===== src/hdl/sccpu_pkg.sv =====
// shared constants, types and alu function of the 16-bit single-cycle cpu
package sccpu_pkg;

	localparam int DATA_W        = 16;
	localparam int OP_W          = 4;
	localparam int FIELD_W       = 3;
	localparam int IMM_W         = 9;
	localparam int REG_COUNT_DEF = 8;

	localparam int OP_LSB   = 12;
	localparam int DEST_LSB = 9;
	localparam int SRCA_LSB = 6;
	localparam int SRCB_LSB = 3;

	localparam logic [OP_W-1:0] OP_LDI = 4'd8;
	localparam logic [OP_W-1:0] OP_LDR = 4'd9;
	localparam logic [OP_W-1:0] OP_STR = 4'd10;
	localparam logic [OP_W-1:0] OP_JMP = 4'd11;
	localparam logic [OP_W-1:0] OP_JEQ = 4'd12;

	localparam logic [2:0] ALU_ADD = 3'd0;
	localparam logic [2:0] ALU_SUB = 3'd1;
	localparam logic [2:0] ALU_AND = 3'd2;
	localparam logic [2:0] ALU_OR  = 3'd3;
	localparam logic [2:0] ALU_XOR = 3'd4;
	localparam logic [2:0] ALU_NOT = 3'd5;
	localparam logic [2:0] ALU_SHL = 3'd6;
	localparam logic [2:0] ALU_SHR = 3'd7;

	typedef struct packed {
		logic               we;
		logic [FIELD_W-1:0] dest;
		logic [DATA_W-1:0]  data;
	} sccpu_wb_t;

	function automatic logic [DATA_W-1:0] alu_eval(input logic [2:0] op,
		input logic [DATA_W-1:0] a, input logic [DATA_W-1:0] b);
		logic [DATA_W-1:0] r;
		case (op)
			ALU_ADD: r = a + b;
			ALU_SUB: r = a - b;
			ALU_AND: r = a & b;
			ALU_OR:  r = a | b;
			ALU_XOR: r = a ^ b;
			ALU_NOT: r = ~a;
			ALU_SHL: r = {a[DATA_W-2:0], 1'b0};
			ALU_SHR: r = {1'b0, a[DATA_W-1:1]};
			default: r = '0;
		endcase
		return r;
	endfunction

endpackage


===== src/hdl/sccpu_regfile.sv =====
// register file: synchronous two-read one-write memory with reset valid bits and bypass
module sccpu_regfile
	import sccpu_pkg::*;
#(
	parameter int REG_COUNT = REG_COUNT_DEF,
	localparam int AW = $clog2(REG_COUNT)
) (
	input  logic              clk,
	input  logic              arst_n,
	input  logic              rd_en,
	input  logic [AW-1:0]     rd_addr_a,
	input  logic [AW-1:0]     rd_addr_b,
	input  sccpu_wb_t         wb,
	output logic [DATA_W-1:0] rd_data_a,
	output logic [DATA_W-1:0] rd_data_b
);

	logic [DATA_W-1:0] mem [REG_COUNT];
	logic [REG_COUNT-1:0] vld_q;
	logic [AW-1:0] wr_addr;

	logic [DATA_W-1:0] ram_a_s1, ram_b_s1, fwd_data_s1;
	logic vld_a_s1, vld_b_s1, fwd_a_s1, fwd_b_s1;

	assign wr_addr = wb.dest[AW-1:0];

	always_ff @(posedge clk) begin
		if (wb.we) begin
			mem[wr_addr] <= wb.data;
		end
		if (rd_en) begin
			ram_a_s1    <= mem[rd_addr_a];
			ram_b_s1    <= mem[rd_addr_b];
			fwd_data_s1 <= wb.data;
		end
	end

	always_ff @(posedge clk or negedge arst_n) begin
		if (!arst_n) begin
			vld_q    <= '0;
			vld_a_s1 <= 1'b0;
			vld_b_s1 <= 1'b0;
			fwd_a_s1 <= 1'b0;
			fwd_b_s1 <= 1'b0;
		end else begin
			if (wb.we) begin
				vld_q[wr_addr] <= 1'b1;
			end
			if (rd_en) begin
				vld_a_s1 <= vld_q[rd_addr_a];
				vld_b_s1 <= vld_q[rd_addr_b];
				// write landing at the same edge as the read
				fwd_a_s1 <= wb.we && (wr_addr == rd_addr_a);
				fwd_b_s1 <= wb.we && (wr_addr == rd_addr_b);
			end
		end
	end

	assign rd_data_a = fwd_a_s1 ? fwd_data_s1 : (vld_a_s1 ? ram_a_s1 : '0);
	assign rd_data_b = fwd_b_s1 ? fwd_data_s1 : (vld_b_s1 ? ram_b_s1 : '0);

endmodule


===== src/hdl/sccpu_exec.sv =====
// execute stage: decode, alu, write-back selection and next pc
module sccpu_exec
	import sccpu_pkg::*;
(
	input  logic [DATA_W-1:0] instr,
	input  logic [DATA_W-1:0] mem_data,
	input  logic              rst_pc,
	input  logic [DATA_W-1:0] a,
	input  logic [DATA_W-1:0] b,
	input  logic [DATA_W-1:0] pc,
	input  logic              zero,
	output sccpu_wb_t         wb,
	output logic [DATA_W-1:0] pc_next,
	output logic              zero_next,
	output logic              is_str
);

	logic [OP_W-1:0]   opcode;
	logic [DATA_W-1:0] imm, alu_b, alu_out;
	logic is_ldi, is_ldr, jump;

	assign opcode = instr[OP_LSB +: OP_W];
	assign imm    = {{(DATA_W-IMM_W){1'b0}}, instr[IMM_W-1:0]};
	assign is_ldi = opcode == OP_LDI;
	assign is_ldr = opcode == OP_LDR;
	assign is_str = opcode == OP_STR;
	assign alu_b  = is_ldi ? imm : b;

	assign alu_out   = alu_eval(opcode[2:0], a, alu_b);
	assign zero_next = alu_out == '0;

	always_comb begin
		wb.we   = !opcode[OP_W-1] || is_ldi || is_ldr;
		wb.dest = instr[DEST_LSB +: FIELD_W];
		wb.data = is_ldi ? imm : (is_ldr ? mem_data : alu_out);
	end

	assign jump = (opcode == OP_JMP) || ((opcode == OP_JEQ) && zero);

	always_comb begin
		if (rst_pc) begin
			pc_next = '0;
		end else if (jump) begin
			pc_next = a;
		end else begin
			pc_next = pc + DATA_W'(1);
		end
	end

endmodule


===== src/hdl/single_cycle_cpu_16bit.sv =====
// top level of the 16-bit single-cycle cpu: handshake, pipeline and architectural state
//
//  channel  | handshake                  | payload
//  ---------+----------------------------+-------------------------------------------------
//  input    | in_valid / in_ready        | instruction, mem_read_data, reset_pc
//  output   | out_valid / out_ready      | next_pc, mem_write_enable, mem_address,
//           |                            | mem_write_data
//
// one item per cycle sustained while the output is not stalled; an item's result is registered
// first at the register file read edge, then after execute and write back into the output register
// the register file read overlaps the previous item's write back, bypassed in the regfile
// reset clears pc, zero flag, pipeline valids and the register file valid bits at once
// a stalled output holds the execute stage, which then holds the input side
module single_cycle_cpu_16bit
	import sccpu_pkg::*;
#(
	parameter int REG_COUNT = REG_COUNT_DEF
) (
	input  logic              clk,
	input  logic              arst_n,
	input  logic              in_valid,
	output logic              in_ready,
	input  logic [DATA_W-1:0] instruction,
	input  logic [DATA_W-1:0] mem_read_data,
	input  logic              reset_pc,
	output logic              out_valid,
	input  logic              out_ready,
	output logic [DATA_W-1:0] next_pc,
	output logic              mem_write_enable,
	output logic [DATA_W-1:0] mem_address,
	output logic [DATA_W-1:0] mem_write_data
);

	localparam int AW = $clog2(REG_COUNT);

	logic accept, advance;
	logic vld_s1, out_vld_q;
	logic [DATA_W-1:0] instr_s1, mrd_s1;
	logic rpc_s1;

	logic [DATA_W-1:0] pc_q;
	logic zero_q;

	logic [DATA_W-1:0] reg_a, reg_b, pc_next;
	logic zero_next, is_str;
	sccpu_wb_t wb, wb_gated;

	logic [DATA_W-1:0] next_pc_q, mem_address_q, mem_write_data_q;
	logic mem_we_q;

	assign advance  = vld_s1 && (!out_vld_q || out_ready);
	assign in_ready = !vld_s1 || advance;
	assign accept   = in_valid && in_ready;

	always_comb begin
		wb_gated    = wb;
		wb_gated.we = wb.we && advance;
	end

	sccpu_regfile #(
		.REG_COUNT(REG_COUNT)
	) u_regfile (
		.clk       (clk),
		.arst_n    (arst_n),
		.rd_en     (accept),
		.rd_addr_a (instruction[SRCA_LSB +: AW]),
		.rd_addr_b (instruction[SRCB_LSB +: AW]),
		.wb        (wb_gated),
		.rd_data_a (reg_a),
		.rd_data_b (reg_b)
	);

	sccpu_exec u_exec (
		.instr     (instr_s1),
		.mem_data  (mrd_s1),
		.rst_pc    (rpc_s1),
		.a         (reg_a),
		.b         (reg_b),
		.pc        (pc_q),
		.zero      (zero_q),
		.wb        (wb),
		.pc_next   (pc_next),
		.zero_next (zero_next),
		.is_str    (is_str)
	);

	always_ff @(posedge clk) begin
		if (accept) begin
			instr_s1 <= instruction;
			mrd_s1   <= mem_read_data;
			rpc_s1   <= reset_pc;
		end
		if (advance) begin
			next_pc_q        <= pc_next;
			mem_we_q         <= is_str;
			mem_address_q    <= reg_a;
			mem_write_data_q <= reg_b;
		end
	end

	always_ff @(posedge clk or negedge arst_n) begin
		if (!arst_n) begin
			vld_s1    <= 1'b0;
			out_vld_q <= 1'b0;
			pc_q      <= '0;
			zero_q    <= 1'b0;
		end else begin
			if (accept) begin
				vld_s1 <= 1'b1;
			end else if (advance) begin
				vld_s1 <= 1'b0;
			end
			if (advance) begin
				out_vld_q <= 1'b1;
				pc_q      <= pc_next;
				zero_q    <= zero_next;
			end else if (out_ready) begin
				out_vld_q <= 1'b0;
			end
		end
	end

	assign out_valid        = out_vld_q;
	assign next_pc          = next_pc_q;
	assign mem_write_enable = mem_we_q;
	assign mem_address      = mem_address_q;
	assign mem_write_data   = mem_write_data_q;

endmodule

===== config.mk =====
export PLATFORM = sky130hd
export DESIGN_NAME = single_cycle_cpu_16bit
export DESIGN_NICKNAME = d
export VERILOG_FILES = /design/src/hdl/sccpu_pkg.sv /design/src/hdl/sccpu_regfile.sv /design/src/hdl/sccpu_exec.sv /design/src/hdl/single_cycle_cpu_16bit.sv
export SDC_FILE = /design/constraint.sdc
export NUM_CORES = 1
export LEC_CHECK = 0
export ABC_AREA = 1
export BUFFER_PORTS_ARGS = -buffer_cell sky130_fd_sc_hd__buf_2
export CAP_MARGIN = 20
export CORE_MARGIN = 3
export CORE_UTILIZATION = 62
export CTS_BUF_LIST = sky130_fd_sc_hd__clkbuf_4
export DETAILED_ROUTE_END_ITERATION = 8
export PLACE_DENSITY_LB_ADDON = 0.3
export SYNTH_ARGS = -nofsm -noshare
export SYNTH_HDL_FRONTEND = slang
export SYNTH_SLANG_ARGS = --single-unit
export TNS_END_PERCENT = 100

===== constraint.sdc =====
create_clock -name clk -period 4.79 [get_ports clk]
set_input_delay 0.958 -clock clk [delete_from_list [all_inputs] [get_ports clk]]
set_output_delay 0.958 -clock clk [all_outputs]
set_load 0.01 [all_outputs]

==> out/results.tsv <==
stage	metric	value	unit
clocking	clock_latency	0.69	ns
logic_synthesis	synth_warnings	0	
clocking	ctsResizeCount	0	
logic_synthesis	avgSynthCellArea	9.46	um^2
clocking	clk_pin_slew	0.08	ns
power	clkPwrFrac	0.292	
drt	wl_per_cell	19.3	um
clocking	postCtsHoldBufs	0	
sta	fin_worst_skew	0.0522	ns
logic_synthesis	synth_compound_area_frac	0.153	
worst_setup_path	cp_top_family	simple AND/OR/NAND/NOR gates	
sta	rsz0062_at_grt	false	
grt	grt_pass1_vias	12000	
logic_synthesis	yosys-top-cells-area	edfxtp_1 51%, nand2_1 7.5%, o21ai_0 6.6%	
power	p_per_area	421	mW/mm^2
place	place_inst	1981	
finish	n_fill_cell	1797	
floorplan	die_h	163	um
worst_setup_path	path_class	reg -> reg	
grt	grt_antenna_before_repair	1	
logic_synthesis	ys_types	50	
min_path	worstHoldPathType	in -> async	
floorplan	die_w	163	um
logic_synthesis	synth_area_leader_cell	edfxtp_1	
logic_synthesis	synth_ff_type	edfxtp_1	
power	combPwrFrac	0.253	
worst_setup_path	critPathLaunchType	register	
logic_synthesis	synthXorXnorAreaFrac	0.0183	
floorplan	start_util	0.642	
clocking	cts.sinks	289	
floorplan	ios	88	
place	portBuffers	87	
drt	drtIter0Drc	1231	
logic_synthesis	yosysSeqAreaShare	0.557	
floorplan	core	0.0238	mm^2
power	worst_ir_drop_vdd	0.000255	V
worst_setup_path	cp_max_fo	26	
sta	period_share	0.903	
logic_synthesis	synth-edff-count	258	
drt	vias_per_cell	5.95	
worst_setup_path	arrival	4.68	ns
finish	utilization	0.712	
finish	stdcell_count	2101	
logic_synthesis	synthMuxAreaShare	0	
worst_setup_path	regToRegStartpoint	instr_s1[13]	
sta	hold_violations	0	
grt	grt_max_degree	75	
logic_synthesis	ys_ff_latch	289	
worst_setup_path	r2r_cells	24	
power	seqPwrFrac	0.455	
logic_synthesis	syn_inst	1617	
sta	drv_slew	0	
sta	worstMarginPinSlew	1.13	ns
power	power.static_leakage	7.14	nW
worst_setup_path	cpMostUsedCell	nand2_1	
sta	finalSetupTns	0	ns
clocking	cts_max_level	3	
drt	drc_errors	0	
logic_synthesis	synthAdderAreaFrac	0.0414	
worst_setup_path	cp.required	5.15	ns
floorplan	rows	56	
finish	final_nets	1824	
sta	setup_violations	0	
drt	first_pass_iters	8	
worst_setup_path	cp_num_buf_inv	4	
sta	fmax	0.231	GHz
logic_synthesis	netlist_area	0.0153	mm^2
logic_synthesis	synth_top_area_frac	0.507	
power	finalPower	7.14	mW
sta	relSlewSlack	0.247	
outcome	status	complete, no violations	
logic_synthesis	yosys.cell_count.top_type	nand2_1	
logic_synthesis	synth_common_cells	307 x nand2_1, 258 x edfxtp_1, 202 x o21ai_0	
finish	drive_above_1_share	0.162	
power	p_switching	2.35	mW
power	p_int	4.79	mW
run	maxCapViolCount	0	
drt	num_vias	12500	
logic_synthesis	synth_top_family_by_area	simple AND/OR/NAND/NOR gates	
clocking	cts_tree	yes	
grt	grt.overflow.total	0	
worst_setup_path	r2r-end	u_regfile.mem[4][12]	
drt	ant_nets	0	
logic_synthesis	yosys.area_share.simple	0.167	
clocking	cts-buffers-inserted	73	
place	gp_congestion	0.991	
sta	period_minus_slack	4.33	ns
worst_setup_path	rrSetupSlack	0.46	ns
worst_setup_path	path_cells	nor2_4 -> nand2_8 -> inv_4 -> nand2_2 -> nand2_2 -> inv_2 -> ha_1 -> nand2_1 -> nor2_1 -> nand3_1 -> nor2_2 -> nor2_1 -> xor2_1 -> inv_1 -> ha_1 -> nand2_1 -> nor2_1 -> nand4_1 -> nand3_1 -> nand2_1 -> nand3_1 -> nand2_1 -> o21ai_0 -> inv_1	
worst_setup_path	cp-end-kind	register	
clocking	clk_path_buf_depth	3	
clocking	post_cts_buffers	0	
drt	drt-total-wl	40600	um
worst_setup_path	slowest_delay	0.53	ns
floorplan	design.die.area	0.0266	mm^2
grt	track_usage	0.306	
worst_setup_path	cp-startpoint	instr_s1[13]	
worst_setup_path	endpoint	u_regfile.mem[4][12]	
place	dp_hpwl	27500	um
worst_setup_path	cp_slowest_cell	edfxtp_1	
worst_setup_path	cp.depth	24	
grt	grt_first_pass_wirelength	62800	um
logic_synthesis	async_reset_ff_frac	0.107	
finish	area_growth	10.9	%
logic_synthesis	syn_nets	1704	
clocking	cts_root_buf	clkbuf_4	
power	swShare	0.329	
==> stage by stage <==
| stage | hold slack [ns] | area [um^2] | setup slack, ns |
|---|---|---|---|
| global route | 0.348 | 17000 | 0.128 |
| detailed placement | 0.460 | 16000 | 0.492 |
| global placement | 0.453 | 16000 | 0.671 |
| floorplan | 0.439 | 15300 | 1.21 |
| CTS | 0.318 | 17000 | 0.428 |
| finish | 0.349 | 17000 | 0.462 |
==> cells by family after synthesis <==
group / after synthesis
compound gates: 420
xor+xnor: 32
fa+ha+maj: 50
buf+inv: 245
flops: 289
simple gates: 581
==> cell usage in the layout (no fill, tap or decap), drive strengths merged, types with 2 or more instances in the layout <==
cell | Yosys | final
a21o | 2 | 2
buf | 21 | 119
nor2 | 150 | 150
nand4 | 12 | 12
a21boi | 2 | 2
xor2 | 24 | 24
a221oi | 2 | 2
a21oi | 109 | 109
a211oi | 9 | 9
ha | 49 | 49
bufinv | 0 | 3
o211ai | 42 | 42
a2111oi | 2 | 2
or2 | 7 | 7
edfxtp | 258 | 258
inv | 168 | 168
dfrtp | 31 | 31
nand3 | 67 | 67
xnor2 | 8 | 8
clkinv | 3 | 21
clkbuf | 53 | 98
nand2 | 332 | 332
o21ai | 207 | 207
nor3 | 10 | 10
o22ai | 9 | 9
a31oi | 33 | 33
==> registers in the layout, summed over array words and instances, names as in the netlist <==
name,count
mem_write_data,16
u_regfile.fwd_a_s1,1
out_valid,1
vld_s1,1
u_regfile.ram_b_s1,16
u_regfile.vld_b_s1,1
instr_s1,16
u_regfile.mem,128
pc_q,16
u_regfile.ram_a_s1,16
zero_q,1
u_regfile.fwd_data_s1,16
rpc_s1,1
u_regfile.vld_a_s1,1
u_regfile.fwd_b_s1,1
mem_address,16
mem_write_enable,1
mrd_s1,16
u_regfile.vld_q,8
next_pc,16
==> worst register-to-register path, cell delays in order, from the launching register on <==
cell and delay (ns):
edfxtp_1 0.53, nor2_4 0.29, nand2_8 0.19, inv_4 0.22, nand2_2 0.08, nand2_2 0.11
inv_2 0.07, ha_1 0.21, nand2_1 0.12, nor2_1 0.05, nand3_1 0.13, nor2_2 0.07
nor2_1 0.12, xor2_1 0.16, inv_1 0.06, ha_1 0.37, nand2_1 0.14, nor2_1 0.18
nand4_1 0.17, nand3_1 0.14, nand2_1 0.06, nand3_1 0.11, nand2_1 0.10, o21ai_0 0.17
inv_1 0.18
==> routing by layer <==
layer | up-vias | wire, um | track usage | part of all wire
met3 | 168 | 3620 | 0.0591 | 0.089
li1 | 5862 | - | - | -
met2 | 672 | 19300 | 0.494 | 0.48
met1 | 5806 | 15400 | 0.392 | 0.38
met5 | - | 0 | 0 | 0
met4 | 0 | 2290 | 0.170 | 0.056
==> layout make-up <==
type / instances / area (um^2) / share of cell area
sequential: 289 / 8520 / 0.502
tap: 319 / 399 / 0.0235
antenna: 1 / 2.50 / 0.000148
timing repair buffer: 119 / 681 / 0.0401
clock buffer: 98 / 736 / 0.0434
clock inverter: 21 / 168 / 0.00988
multi-input combinational: 1083 / 5810 / 0.342
inverter: 171 / 646 / 0.0381
==> how the worst min path moves through the flow <==
stage                       startpoint            endpoint
floorplan           u_regfile.vld_q[3]  u_regfile.vld_q[3]
CTS                             arst_n            pc_q[15]
detailed placement  u_regfile.vld_q[3]  u_regfile.vld_q[3]
finish                          arst_n            pc_q[15]
global placement    u_regfile.vld_q[1]  u_regfile.vld_q[1]
global route                    arst_n             pc_q[7]
==> power groups by stage <==
stage / logic, mW / registers, mW / clock network [mW]
floorplan: 1.16 / 3.30 / 0
global placement: 1.71 / 3.29 / 0
detailed placement: 1.75 / 3.30 / 0
CTS: 1.77 / 3.25 / 2.13
global route: 1.99 / 3.27 / 2.26
finish: 1.81 / 3.25 / 2.08
No activity file was read; power rests on OpenSTA's default activity.
